===== src/sv/incremental_pid_deadband_clamp_assert.svh =====
// ---------------------------------------------------------------------------
// Assertion macros for the incremental PID block
// Shared wrappers so every module writes its checks in one form.
// ---------------------------------------------------------------------------
`ifndef INCREMENTAL_PID_DEADBAND_CLAMP_ASSERT_SVH
`define INCREMENTAL_PID_DEADBAND_CLAMP_ASSERT_SVH

// Same-cycle implication, checked out of reset.
`define IPID_ASSERT_NOW(label, ante, cons, msg) \
  label: assert property (@(posedge clk) disable iff (!rst_n) (ante) |-> (cons)) \
    else $error(msg);

// Next-cycle implication, checked out of reset.
`define IPID_ASSERT_NEXT(label, ante, cons, msg) \
  label: assert property (@(posedge clk) disable iff (!rst_n) (ante) |=> (cons)) \
    else $error(msg);

`endif


===== src/sv/ipid_pkg.sv =====
// ---------------------------------------------------------------------------
// ipid_pkg
// Shared constants, register codes and types of the incremental PID block.
// ---------------------------------------------------------------------------
package ipid_pkg;

  // Default number of fraction bits in gains and accumulator.
  localparam int FRACTION_BITS_DEF = 8;

  // Field widths.
  localparam int SAMPLE_W = 16;
  localparam int GAIN_W   = 16;
  localparam int LIMIT_W  = 16;
  localparam int DRIVE_W  = 16;
  localparam int ERR_W    = SAMPLE_W + 1;
  localparam int STEP_W   = ERR_W + 1;
  localparam int CURV_W   = STEP_W + 1;

  // Product widths of the three terms.
  localparam int TERM_P_W = GAIN_W + STEP_W;
  localparam int TERM_I_W = GAIN_W + ERR_W;
  localparam int TERM_D_W = GAIN_W + CURV_W;

  // Wide enough for the accumulator (at most 32 bits) plus the sum of terms.
  localparam int SUM_W = 37;

  // Configuration port.
  localparam int CFG_ADDR_W = 3;
  localparam int CFG_DATA_W = 16;

  typedef enum logic [CFG_ADDR_W-1:0] {
    REG_GAIN_P    = 3'd0,
    REG_GAIN_I    = 3'd1,
    REG_GAIN_D    = 3'd2,
    REG_DEADBAND  = 3'd3,
    REG_DRIVE_MAX = 3'd4,
    REG_DRIVE_MIN = 3'd5
  } ipid_reg_t;

  // Register reset values.
  localparam logic signed [GAIN_W-1:0]  GAIN_P_RST    = 16'sd256;
  localparam logic signed [GAIN_W-1:0]  GAIN_I_RST    = 16'sd0;
  localparam logic signed [GAIN_W-1:0]  GAIN_D_RST    = 16'sd0;
  localparam logic        [15:0]        DEADBAND_RST  = 16'd0;
  localparam logic signed [LIMIT_W-1:0] DRIVE_MAX_RST = 16'sd10000;
  localparam logic signed [LIMIT_W-1:0] DRIVE_MIN_RST = -16'sd10000;

  // Control handed from the term stage to the accumulator stage.
  typedef struct packed {
    logic load;   // a beat moves into the result register
    logic hold;   // error inside the deadband: no update
  } ipid_ctrl_t;

endpackage


===== src/sv/ipid_accum.sv =====
// ---------------------------------------------------------------------------
// ipid_accum
// Adds the registered PID terms to the drive accumulator, clamps it and
// registers the integer part as the drive result.
// ---------------------------------------------------------------------------
`include "incremental_pid_deadband_clamp_assert.svh"

module ipid_accum
  import ipid_pkg::*;
#(
  parameter int FRACTION_BITS = FRACTION_BITS_DEF
) (
  input  logic                       clk,
  input  logic                       rst_n,
  input  ipid_ctrl_t                 ctrl,
  input  logic signed [TERM_P_W-1:0] term_p,
  input  logic signed [TERM_I_W-1:0] term_i,
  input  logic signed [TERM_D_W-1:0] term_d,
  input  logic signed [LIMIT_W-1:0]  drive_max,
  input  logic signed [LIMIT_W-1:0]  drive_min,
  output logic signed [DRIVE_W-1:0]  drive
);

  localparam int ACC_W = LIMIT_W + FRACTION_BITS;
  localparam logic signed [SUM_W-1:0] RND_BIAS = SUM_W'((1 << FRACTION_BITS) - 1);

  logic signed [ACC_W-1:0]   acc_r, acc_nxt;
  logic signed [DRIVE_W-1:0] drive_r, drive_nxt;
  logic signed [SUM_W-1:0]   acc_ext, terms, sum, hi_ext, lo_ext;
  logic signed [SUM_W-1:0]   sum_rnd, acc_rnd;
  logic                      at_hi, at_lo;

  // Limits scaled into accumulator units.
  assign hi_ext  = SUM_W'(drive_max) <<< FRACTION_BITS;
  assign lo_ext  = SUM_W'(drive_min) <<< FRACTION_BITS;
  assign acc_ext = SUM_W'(acc_r);

  // Sum of the three terms, skipped inside the deadband.
  assign terms = SUM_W'(term_p) + SUM_W'(term_i) + SUM_W'(term_d);
  assign sum   = ctrl.hold ? acc_ext : (acc_ext + terms);

  // Integer part truncated toward zero, formed beside the clamp compares.
  assign sum_rnd = (sum + ((sum < 0) ? RND_BIAS : '0)) >>> FRACTION_BITS;

  // Upper limit is tested first; the lower one only if that fails.
  always_comb begin
    at_hi = (sum >= hi_ext);
    at_lo = (sum <= lo_ext);
    if (at_hi) begin
      acc_nxt   = ACC_W'(hi_ext);
      drive_nxt = drive_max;
    end else if (at_lo) begin
      acc_nxt   = ACC_W'(lo_ext);
      drive_nxt = drive_min;
    end else begin
      acc_nxt   = ACC_W'(sum);
      drive_nxt = DRIVE_W'(sum_rnd);
    end
  end

  // Accumulator and result register.
  always_ff @(posedge clk) begin
    if (!rst_n) begin
      acc_r   <= '0;
      drive_r <= '0;
    end else if (ctrl.load) begin
      acc_r   <= acc_nxt;
      drive_r <= drive_nxt;
    end
  end

  assign drive = drive_r;

  // Integer part of the stored accumulator, used by the checks below.
  assign acc_rnd = (acc_ext + ((acc_ext < 0) ? RND_BIAS : '0)) >>> FRACTION_BITS;

  `IPID_ASSERT_NOW(a_drive_matches_acc, 1'b1, drive_r == DRIVE_W'(acc_rnd),
    "drive register disagrees with the accumulator")
  `IPID_ASSERT_NEXT(a_clamp_range, ctrl.load && (lo_ext <= hi_ext),
    (acc_ext >= $past(lo_ext)) && (acc_ext <= $past(hi_ext)),
    "accumulator left the clamp range")
  `IPID_ASSERT_NEXT(a_deadband_hold,
    ctrl.load && ctrl.hold && (acc_ext >= lo_ext) && (acc_ext <= hi_ext),
    acc_r == $past(acc_r), "accumulator moved inside the deadband")

endmodule


===== src/sv/incremental_pid_deadband_clamp.sv =====
// ---------------------------------------------------------------------------
// incremental_pid_deadband_clamp
// Velocity-form PID controller with error deadband and drive clamp.
// ---------------------------------------------------------------------------
//  Channel  Dir  Payload (low bit up)              Handshake
//  in_      in   setpoint[15:0], measured[31:16]   tvalid/tready
//  out_     out  drive[15:0]                       tvalid/tready
//  cfg_     in   addr = register index, wdata      we, no wait
//
//  One beat is accepted every cycle while the output is not stalled; a
//  sample loads the input register at the accepting edge, then the term
//  register, then the result register that holds its drive.
//  The three gain multiplies sit between the input and term registers; the
//  accumulate and clamp sit between the term and result registers.
//  Reset (rst_n low, synchronous) clears the error history, the accumulator
//  and loads the register defaults. A stalled output holds back each stage
//  only when the stage after it is full.
// ---------------------------------------------------------------------------
`include "incremental_pid_deadband_clamp_assert.svh"

module incremental_pid_deadband_clamp
  import ipid_pkg::*;
#(
  parameter int FRACTION_BITS = FRACTION_BITS_DEF
) (
  input  logic                  clk,
  input  logic                  rst_n,
  // Sample channel
  input  logic                  in_tvalid,
  output logic                  in_tready,
  input  logic [31:0]           in_tdata,   // setpoint[15:0], measured[31:16]
  // Drive channel
  output logic                  out_tvalid,
  input  logic                  out_tready,
  output logic [15:0]           out_tdata,  // drive[15:0]
  // Configuration writes
  input  logic                  cfg_we,
  input  logic [CFG_ADDR_W-1:0] cfg_addr,
  input  logic [CFG_DATA_W-1:0] cfg_wdata
);

  // Configuration registers
  logic signed [GAIN_W-1:0]  gain_p_r, gain_i_r, gain_d_r;
  logic        [15:0]        deadband_r;
  logic signed [LIMIT_W-1:0] drive_max_r, drive_min_r;

  // Pipeline control
  logic       in_v_r, term_v_r, out_v_r;
  logic       in_move, term_ready, out_load;
  ipid_ctrl_t ctrl;

  // Input register
  logic signed [SAMPLE_W-1:0] setpoint_r, measured_r;

  // Error history
  logic signed [ERR_W-1:0]  last_error_r, error;
  logic signed [STEP_W-1:0] last_step_r, step;
  logic signed [CURV_W-1:0] curve;
  logic signed [STEP_W-1:0] err_ext, db_ext;
  logic                     hold_nxt;

  // Term register
  logic signed [TERM_P_W-1:0] term_p_r;
  logic signed [TERM_I_W-1:0] term_i_r;
  logic signed [TERM_D_W-1:0] term_d_r;
  logic                       hold_r;
  logic signed [DRIVE_W-1:0]  drive;

  // Register writes; unused indexes fall through.
  always_ff @(posedge clk) begin
    if (!rst_n) begin
      gain_p_r    <= GAIN_P_RST;
      gain_i_r    <= GAIN_I_RST;
      gain_d_r    <= GAIN_D_RST;
      deadband_r  <= DEADBAND_RST;
      drive_max_r <= DRIVE_MAX_RST;
      drive_min_r <= DRIVE_MIN_RST;
    end else if (cfg_we) begin
      case (ipid_reg_t'(cfg_addr))
        REG_GAIN_P:    gain_p_r    <= cfg_wdata;
        REG_GAIN_I:    gain_i_r    <= cfg_wdata;
        REG_GAIN_D:    gain_d_r    <= cfg_wdata;
        REG_DEADBAND:  deadband_r  <= cfg_wdata;
        REG_DRIVE_MAX: drive_max_r <= cfg_wdata;
        REG_DRIVE_MIN: drive_min_r <= cfg_wdata;
        default: ;
      endcase
    end
  end

  // Each stage moves when the next one is empty or moving too.
  assign out_load   = term_v_r && (!out_v_r || out_tready);
  assign term_ready = !term_v_r || out_load;
  assign in_move    = in_v_r && term_ready;
  assign in_tready  = !in_v_r || in_move;

  always_ff @(posedge clk) begin
    if (!rst_n) begin
      in_v_r       <= 1'b0;
      term_v_r     <= 1'b0;
      out_v_r      <= 1'b0;
      last_error_r <= '0;
      last_step_r  <= '0;
    end else begin
      if (in_tready) begin
        in_v_r <= in_tvalid;
      end
      if (term_ready) begin
        term_v_r <= in_v_r;
      end
      if (out_load) begin
        out_v_r <= 1'b1;
      end else if (out_tready) begin
        out_v_r <= 1'b0;
      end
      if (in_move) begin
        last_error_r <= error;
        last_step_r  <= step;
      end
    end
  end

  // Error, first and second difference.
  assign error = ERR_W'(setpoint_r) - ERR_W'(measured_r);
  assign step  = STEP_W'(error) - STEP_W'(last_error_r);
  assign curve = CURV_W'(step) - CURV_W'(last_step_r);

  // Deadband test: strictly inside plus or minus the deadband.
  assign err_ext  = STEP_W'(error);
  assign db_ext   = $signed({2'b00, deadband_r});
  assign hold_nxt = (err_ext < db_ext) && (err_ext > -db_ext);

  // Payload registers.
  always_ff @(posedge clk) begin
    if (in_tready && in_tvalid) begin
      setpoint_r <= in_tdata[15:0];
      measured_r <= in_tdata[31:16];
    end
    if (in_move) begin
      term_p_r <= TERM_P_W'(gain_p_r) * TERM_P_W'(step);
      term_i_r <= TERM_I_W'(gain_i_r) * TERM_I_W'(error);
      term_d_r <= TERM_D_W'(gain_d_r) * TERM_D_W'(curve);
      hold_r   <= hold_nxt;
    end
  end

  assign ctrl.load = out_load;
  assign ctrl.hold = hold_r;

  ipid_accum #(
    .FRACTION_BITS(FRACTION_BITS)
  ) u_accum (
    .clk       (clk),
    .rst_n     (rst_n),
    .ctrl      (ctrl),
    .term_p    (term_p_r),
    .term_i    (term_i_r),
    .term_d    (term_d_r),
    .drive_max (drive_max_r),
    .drive_min (drive_min_r),
    .drive     (drive)
  );

  assign out_tvalid = out_v_r;
  assign out_tdata  = drive;

  `IPID_ASSERT_NOW(a_ready_only_full, !in_tready, in_v_r && term_v_r && out_v_r,
    "input stalled while the pipeline has room")
  `IPID_ASSERT_NEXT(a_term_follows, in_move, term_v_r,
    "sample left the input register but the term stage is empty")
  `IPID_ASSERT_NEXT(a_term_holds, term_v_r && !term_ready,
    term_v_r && $stable(term_p_r) && $stable(hold_r),
    "term stage changed while held")

endmodule

===== config.mk =====
export PLATFORM = sky130hd
export DESIGN_NAME = incremental_pid_deadband_clamp
export DESIGN_NICKNAME = d
export VERILOG_FILES = /design/src/sv/ipid_pkg.sv /design/src/sv/ipid_accum.sv /design/src/sv/incremental_pid_deadband_clamp.sv
export VERILOG_INCLUDE_DIRS = /design/src /design/src/sv
export SDC_FILE = /design/constraint.sdc
export NUM_CORES = 2
export LEC_CHECK = 0
export BUFFER_PORTS_ARGS = -buffer_cell sky130_fd_sc_hd__buf_2
export CORE_MARGIN = 2
export CORE_UTILIZATION = 55
export DETAILED_ROUTE_END_ITERATION = 7
export PLACE_DENSITY = 0.72
export SYNTH_ARGS = -nofsm -noshare
export SYNTH_HDL_FRONTEND = slang
export SYNTH_SLANG_ARGS = --single-unit

===== constraint.sdc =====
create_clock -name clk -period 20.5 [get_ports clk]
set_clock_uncertainty 0.05 [all_clocks]
set_input_delay 3.075 -clock clk [delete_from_list [all_inputs] [get_ports clk]]
set_output_delay 3.075 -clock clk [all_outputs]
set_load 0.02 [all_outputs]

# ---- After elaboration in Yosys (flattened, before gate mapping)
# Index checks and enable logic that the tools add are counted.
dict set report totals {
  input_bits 56
  rom_bits 0
  latchBits 0
  word_cells 66
  out_inout_bits 18
  mem_count 0
  mem_bits_rw 0
  register_bits 309
}
dict set report op_classes {
  bitwise_logic 0
  magnitude_cmp 5
  multipliers 3
  div 0
  add_sub_neg 8
  muxes 8
  eq_ne 5
  shift 0
  reduce_logical 18
}
# operator count
set op_table {}
lappend op_table {{24-bit 2-to-1 mux} 2}
lappend op_table {{24-bit by 37-bit adder with 37-bit output} 1}
lappend op_table {{37-bit by 24-bit greater-or-equal comparator with 1-bit output} 1}
lappend op_table {{37-bit by 24-bit less-or-equal comparator with 1-bit output} 1}
lappend op_table {{37-bit by 1-bit < comparator with 1-bit output, second input constant} 1}
lappend op_table {{37-bit 2-to-1 mux} 1}
lappend op_table {{35-bit by 35-bit adder with 36-bit output} 1}
lappend op_table {{34-bit by 33-bit adder with 35-bit output} 1}
lappend op_table {{16-bit by 19-bit multiplier with 35-bit output} 1}
lappend op_table {{16-bit by 18-bit multiplier with 34-bit output} 1}
lappend op_table {{16-bit by 17-bit multiplier with 33-bit output} 1}
lappend op_table {{16-bit 2-to-1 mux} 2}
lappend op_table {{24-bit adder} 1}
lappend op_table {{18-bit by 18-bit subtractor with 19-bit output} 1}
lappend op_table {{17-bit by 18-bit greater-than comparator with 1-bit output} 1}
lappend op_table {{16-bit negation with 18-bit output} 1}
lappend op_table {{17-bit by 17-bit subtractor with 18-bit output} 1}
lappend op_table {{17-bit < comparator} 1}
lappend op_table {{16-bit by 16-bit subtractor with 17-bit output} 1}
lappend op_table {{2-bit AND reduction} 6}
lappend op_table {{8-bit 2-to-1 mux} 1}
lappend op_table {{3-bit by 2-bit equality test with 1-bit output, second input constant} 2}
lappend op_table {{3-bit equality test, second input constant} 2}
lappend op_table {{1-bit logical AND} 4}
lappend op_table {{other kinds (6)} 11}

# ---- Depth between registers and ports, before layout
dict set report depth {
  depth_word 9
  mapped_depth 51
  mapped_depth_nobuf 48
}

# ---- By module
# From an unflattened synthesis, not the netlist that was laid out.
dict set report hier_totals {
  cells_unflattened 5851
  hier_area_um2 52455.3
}
# module area_per_inst_um2 seq_area_each_um2 n_inst cells_per_inst
set modules_own_cells {}
lappend modules_own_cells {incremental_pid_deadband_clamp 44288.7 6736.5 1 4778}
lappend modules_own_cells {ipid_accum 8166.6 800.8 1 1073}

# ---- Least setup slack after synthesis
# OpenSTA, ideal clock, no wires.
dict set report synth_path {
  kind {register to register}
  start {reg measured_r[0]}
  end {reg term_d_r[34], data pin}
  required_time_ns 20.185
  slack_ns 8.431
  path_buffers 3
  stages_incl_launch_ff 46
  setup_time_ns 0.265
  synth_period_minus_slack_ns 12.069
  arrival_time_ns 11.754
  cell_sequence {edfxtp_1 -> ha_1 -> fa_1 -> nor2b_1 -> o21ai_0 -> a21boi_0 -> o21ai_0 -> a21boi_0 -> o21ai_0 -> nand2b_1 -> xor2_1 -> clkbuf_1 -> ha_1 -> and2_1 -> a22oi_1 -> inv_1 -> a31o_2 -> o41ai_1 -> [10 not listed] -> nand2_1 -> fa_1 -> inv_1 -> fa_1 -> inv_1 -> fa_1 -> fa_1 -> fa_1 -> inv_1 -> fa_1 -> ha_1 -> or4_1 -> a41oi_1 -> nor3_1 -> a2111oi_0 -> o311ai_0 -> a311oi_1 -> xnor2_1}
}
dict set report synth_between {
  elab_chain_len 4
}
# item line_no
set synth_lines {}
lappend synth_lines {{from (decl)} incremental_pid_deadband_clamp.sv:53} ;# logic signed [SAMPLE_W-1:0] setpoint_r, measured_r;
lappend synth_lines {{from (signal assigned)} incremental_pid_deadband_clamp.sv:137} ;# measured_r <= in_tdata[31:16];
lappend synth_lines {{16-bit by 16-bit subtractor with 17-bit output} incremental_pid_deadband_clamp.sv:124} ;# assign error = ERR_W'(setpoint_r) - ERR_W'(measured_r);
lappend synth_lines {{net error[8]} incremental_pid_deadband_clamp.sv:56} ;# logic signed [ERR_W-1:0] last_error_r, error;
lappend synth_lines {{17-bit by 17-bit subtractor with 18-bit output} incremental_pid_deadband_clamp.sv:125} ;# assign step = STEP_W'(error) - STEP_W'(last_error_r);
lappend synth_lines {{net step[14]} incremental_pid_deadband_clamp.sv:57} ;# logic signed [STEP_W-1:0] last_step_r, step;
lappend synth_lines {{18-bit by 18-bit subtractor with 19-bit output} incremental_pid_deadband_clamp.sv:126} ;# assign curve = CURV_W'(step) - CURV_W'(last_step_r);
lappend synth_lines {{16-bit by 19-bit multiplier with 35-bit output} incremental_pid_deadband_clamp.sv:142} ;# term_d_r <= TERM_D_W'(gain_d_r) * TERM_D_W'(curve);
lappend synth_lines {{to (signal assigned)} incremental_pid_deadband_clamp.sv:142}
lappend synth_lines {{to (decl)} incremental_pid_deadband_clamp.sv:65} ;# logic signed [TERM_D_W-1:0] term_d_r;
# The timed path passes the listed nets, and every way through them passes these cells.
# A chain may end at the register's enable or synchronous reset.

# ---- Worst setup path after layout
dict set report layout_path {
  start {reg setpoint_r[0]}
  end {reg term_d_r[34], data pin}
}
dict set report layout_between {
  elab_chain_len 4
}
# item line_no
set layout_lines {}
lappend layout_lines {{from (decl)} incremental_pid_deadband_clamp.sv:53}
lappend layout_lines {{from (signal assigned)} incremental_pid_deadband_clamp.sv:136} ;# setpoint_r <= in_tdata[15:0];
lappend layout_lines {{16-bit by 16-bit subtractor with 17-bit output} incremental_pid_deadband_clamp.sv:124}
lappend layout_lines {{net error[1]} incremental_pid_deadband_clamp.sv:56}
lappend layout_lines {{17-bit by 17-bit subtractor with 18-bit output} incremental_pid_deadband_clamp.sv:125}
lappend layout_lines {{18-bit by 18-bit subtractor with 19-bit output} incremental_pid_deadband_clamp.sv:126}
lappend layout_lines {{16-bit by 19-bit multiplier with 35-bit output} incremental_pid_deadband_clamp.sv:142}
# The timed path passes the listed nets, and every way through them passes these cells.

==> results.txt <==
status: completed
CP arrival: 13.26 ns
# setup viols final: 0
top post-synthesis cells by area: fa_1 (35%), ha_1 (11%), inv_1 (7.9%)
RSZ-0062 raised after global routing: false
Area Overhead vs Synth: 6.05%
antenna-violating nets left: 0
top-count cell post-synth: inv_1
Synth warnings: 0
vias per cell: 5.66
Max Freq: 77.0 MHz
syn_nets: 7270
wire per inst: 19.5 um
CP Class: reg2reg
Worst setup EP type: flip-flop
row cnt: 113
largest net degree at the start of global routing: 77
IO Count: 74
Initial Util: 55.3%
initial antenna violation count: 6
Post-Synthesis Cells: 5831
Hold Fails Final Rpt: 0
maximum VDD drop: 0.188 mV
Die Ht: 312 um
Total Routing Usage GR: 29.1%
cell area after synthesis: 52300 um2
largest area contributor in the netlist: fa_1
share of layout cells above drive strength 1: 4.76%
Final Slew Violations: 0
final routed DRC violation total: 0
worst-margin pin slew: 1.18 ns
DIE AREA: 97600 um2
gr ovfl total: 0
Post-synth EDFFs: 135
Worst Setup Start Kind: flip-flop
Vias: 40200
vias in the first global route: 41500
Hold Crit Class: reg2reg
post-cts hold buffer count: 0
post-synthesis async set-or-reset flop share: 0%
final worst path period share: 63.4%
leak pwr: 24.8 nW
PD cells: 129 nW/um2
setup bufs post-CTS: 0
Pre-antenna DRT Iters: 5
clock latency on the worst-skew pair: 0.60 ns
CP max-delay cell: fa_1
first-pass GRT wire length: 225 mm
Synth cell types: 88
crit path time final: 12.99 ns
DR iter-0 viols: 3314
top cell type's share of synthesized area: 34.6%
clk sinks: 309
CTS tree: yes
Clk Tree Root Cell: clkbuf_16
fin nets: 7248
CTS Buf Count: 37
slew margin rel.: 21.0%
Seq cells post-synth: 309
Clock Path Buffers: 3
Worst Path Max Fanout: 18
maxcap violations: 0
Crit path largest cell delay: 1.11 ns
Avg Cell Area, Syn: 8.97 um2
register area share after synthesis: 14.4%
worst endpoint required time: 20.77 ns
post-cts sizing count: 0
Die X: 312 um
Max H-tree Level: 2
gpl congestion: 0.944
most frequent cells after synthesis: inv_1 (1094), fa_1 (905), nand2_1 (865)
dpl hpwl: 109 mm
I/O Buffers: 73
TNS Setup: 0 ns
top_reg_cell synth: dfxtp_1
WHS: 0.402 ns
core area: 94600 um2
final wirelength: 139 mm
Worst-path clk slew: 0.06 ns
[sequential cells by signal, summed over array words and instances, names as in the netlist]
register,count
setpoint_r,16
last_error_r,17
gain_p_r,16
u_accum.acc_r,24
last_step_r,18
term_d_r,35
gain_i_r,16
measured_r,16
term_i_r,33
term_p_r,34
term_v_r,1
hold_r,1
deadband_r,16
drive_max_r,16
out_tvalid,1
in_v_r,1
drive_min_r,16
u_accum.drive,16
gain_d_r,16
[cell type report]
| class | instances | area [um2] |
|---|---|---|
| well taps | 1265 | 1580 |
| flip-flops and latches | 309 | 7540 |
| inverters | 1096 | 4120 |
| diodes | 2 | 5.00 |
| fillers | 8289 | 39100 |
| clock buffers | 49 | 1010 |
| repair buffers | 155 | 981 |
| multi-input cells | 4210 | 40000 |
| clock inverters | 18 | 250 |
[per-layer routing]
metal,global-route usage [%],wire [um],share of wire (%),vias to the layer above
met5,0,50,0.036,-
met4,8.66,4700,3.4,6
met3,4.53,11000,7.9,308
met2,48.9,66100,48,1505
met1,39.2,56900,41,20000
li1,-,-,-,18300
[kinds of logic after synthesis]
kind of cell | count (synthesis) | share of synthesized area [%]
compound gates | 830 | 10.3
xor+xnor | 215 | 3.60
fa+ha+maj | 1384 | 46.1
buf+inv | 1312 | 9.42
flops | 309 | 14.4
mux | 13 | 0.256
simple gates | 1768 | 15.9
[placed cells by master (no fill, tap or decap), types with 10 or more instances in the layout]
cell / n
a211oi_1: 26
a21boi_0: 15
a21o_1: 87
a21oi_1: 275
a22oi_1: 11
a31o_2: 12
a31oi_1: 31
and2_1: 300
and3_1: 32
buf_2: 73
buf_4: 82
clkbuf_16: 37
dfxtp_1: 174
edfxtp_1: 135
fa_1: 905
ha_1: 478
inv_1: 1094
mux2i_1: 10
nand2_1: 865
nand2b_1: 70
nand3_1: 53
nand4_1: 26
nor2_1: 208
nor2b_1: 83
nor3_1: 62
nor4_1: 12
o2111ai_1: 10
o211ai_1: 30
o21a_1: 49
o21ai_0: 134
o21bai_1: 26
o31ai_1: 16
or2_2: 10
or3_1: 11
xnor2_1: 167
xor2_1: 37
[worst max-delay path, delay by kind of cell (launching register included)]
family | cells | cell delay (ns)
compound gates | 15 | 4.12
xor+xnor | 2 | 0.24
fa+ha+maj | 11 | 5.44
buf+inv | 9 | 1.26
flops | 1 | 0.33
simple gates | 8 | 1.25
[through the flow]
| step | power, mW | util (%) | std cells | cell area (um2) | worst slack [ns] |
|---|---|---|---|---|---|
| 2_1_floorplan | 4.67 | - | 5831 | 52300 | 8.43 |
| 3_3_place_gp | 6.24 | 57.3 | 7035 | 54200 | 8.01 |
| 3_5_place_dp | 6.35 | 57.3 | 7035 | 54200 | 7.81 |
| 4_1_cts | 7.08 | 58.6 | 7102 | 55400 | 7.77 |
| 5_1_grt | 7.75 | 58.6 | 7102 | 55400 | 6.61 |
| 6_report | 7.15 | 58.6 | 7104 | 55500 | 7.51 |
[path summary, 6_finish.rpt]
path,cells after the start,slack [ns],start,to
min reg2reg,2,0.40,drive_min_r[3]$_SDFFE_PN0P_,drive_min_r[3]$_SDFFE_PN0P_
max,45,7.51,setpoint_r[0]$_DFFE_PP_,term_d_r[34]$_DFFE_PP_
min,2,0.40,drive_min_r[3]$_SDFFE_PN0P_,drive_min_r[3]$_SDFFE_PN0P_
max reg2reg,45,7.51,setpoint_r[0]$_DFFE_PP_,term_d_r[34]$_DFFE_PP_
[power by group]
| group | switching (mW) | leakage (nW) | total [mW] | internal (mW) |
|---|---|---|---|---|
| Combinational | 3.59 | 21.5 | 5.60 | 2.01 |
| Sequential | 0.0718 | 2.71 | 0.849 | 0.777 |
| Clock | 0.304 | 0.602 | 0.697 | 0.392 |
| Total | 3.97 | 24.8 | 7.15 | 3.18 |
No activity file was read; power rests on OpenSTA's default activity.
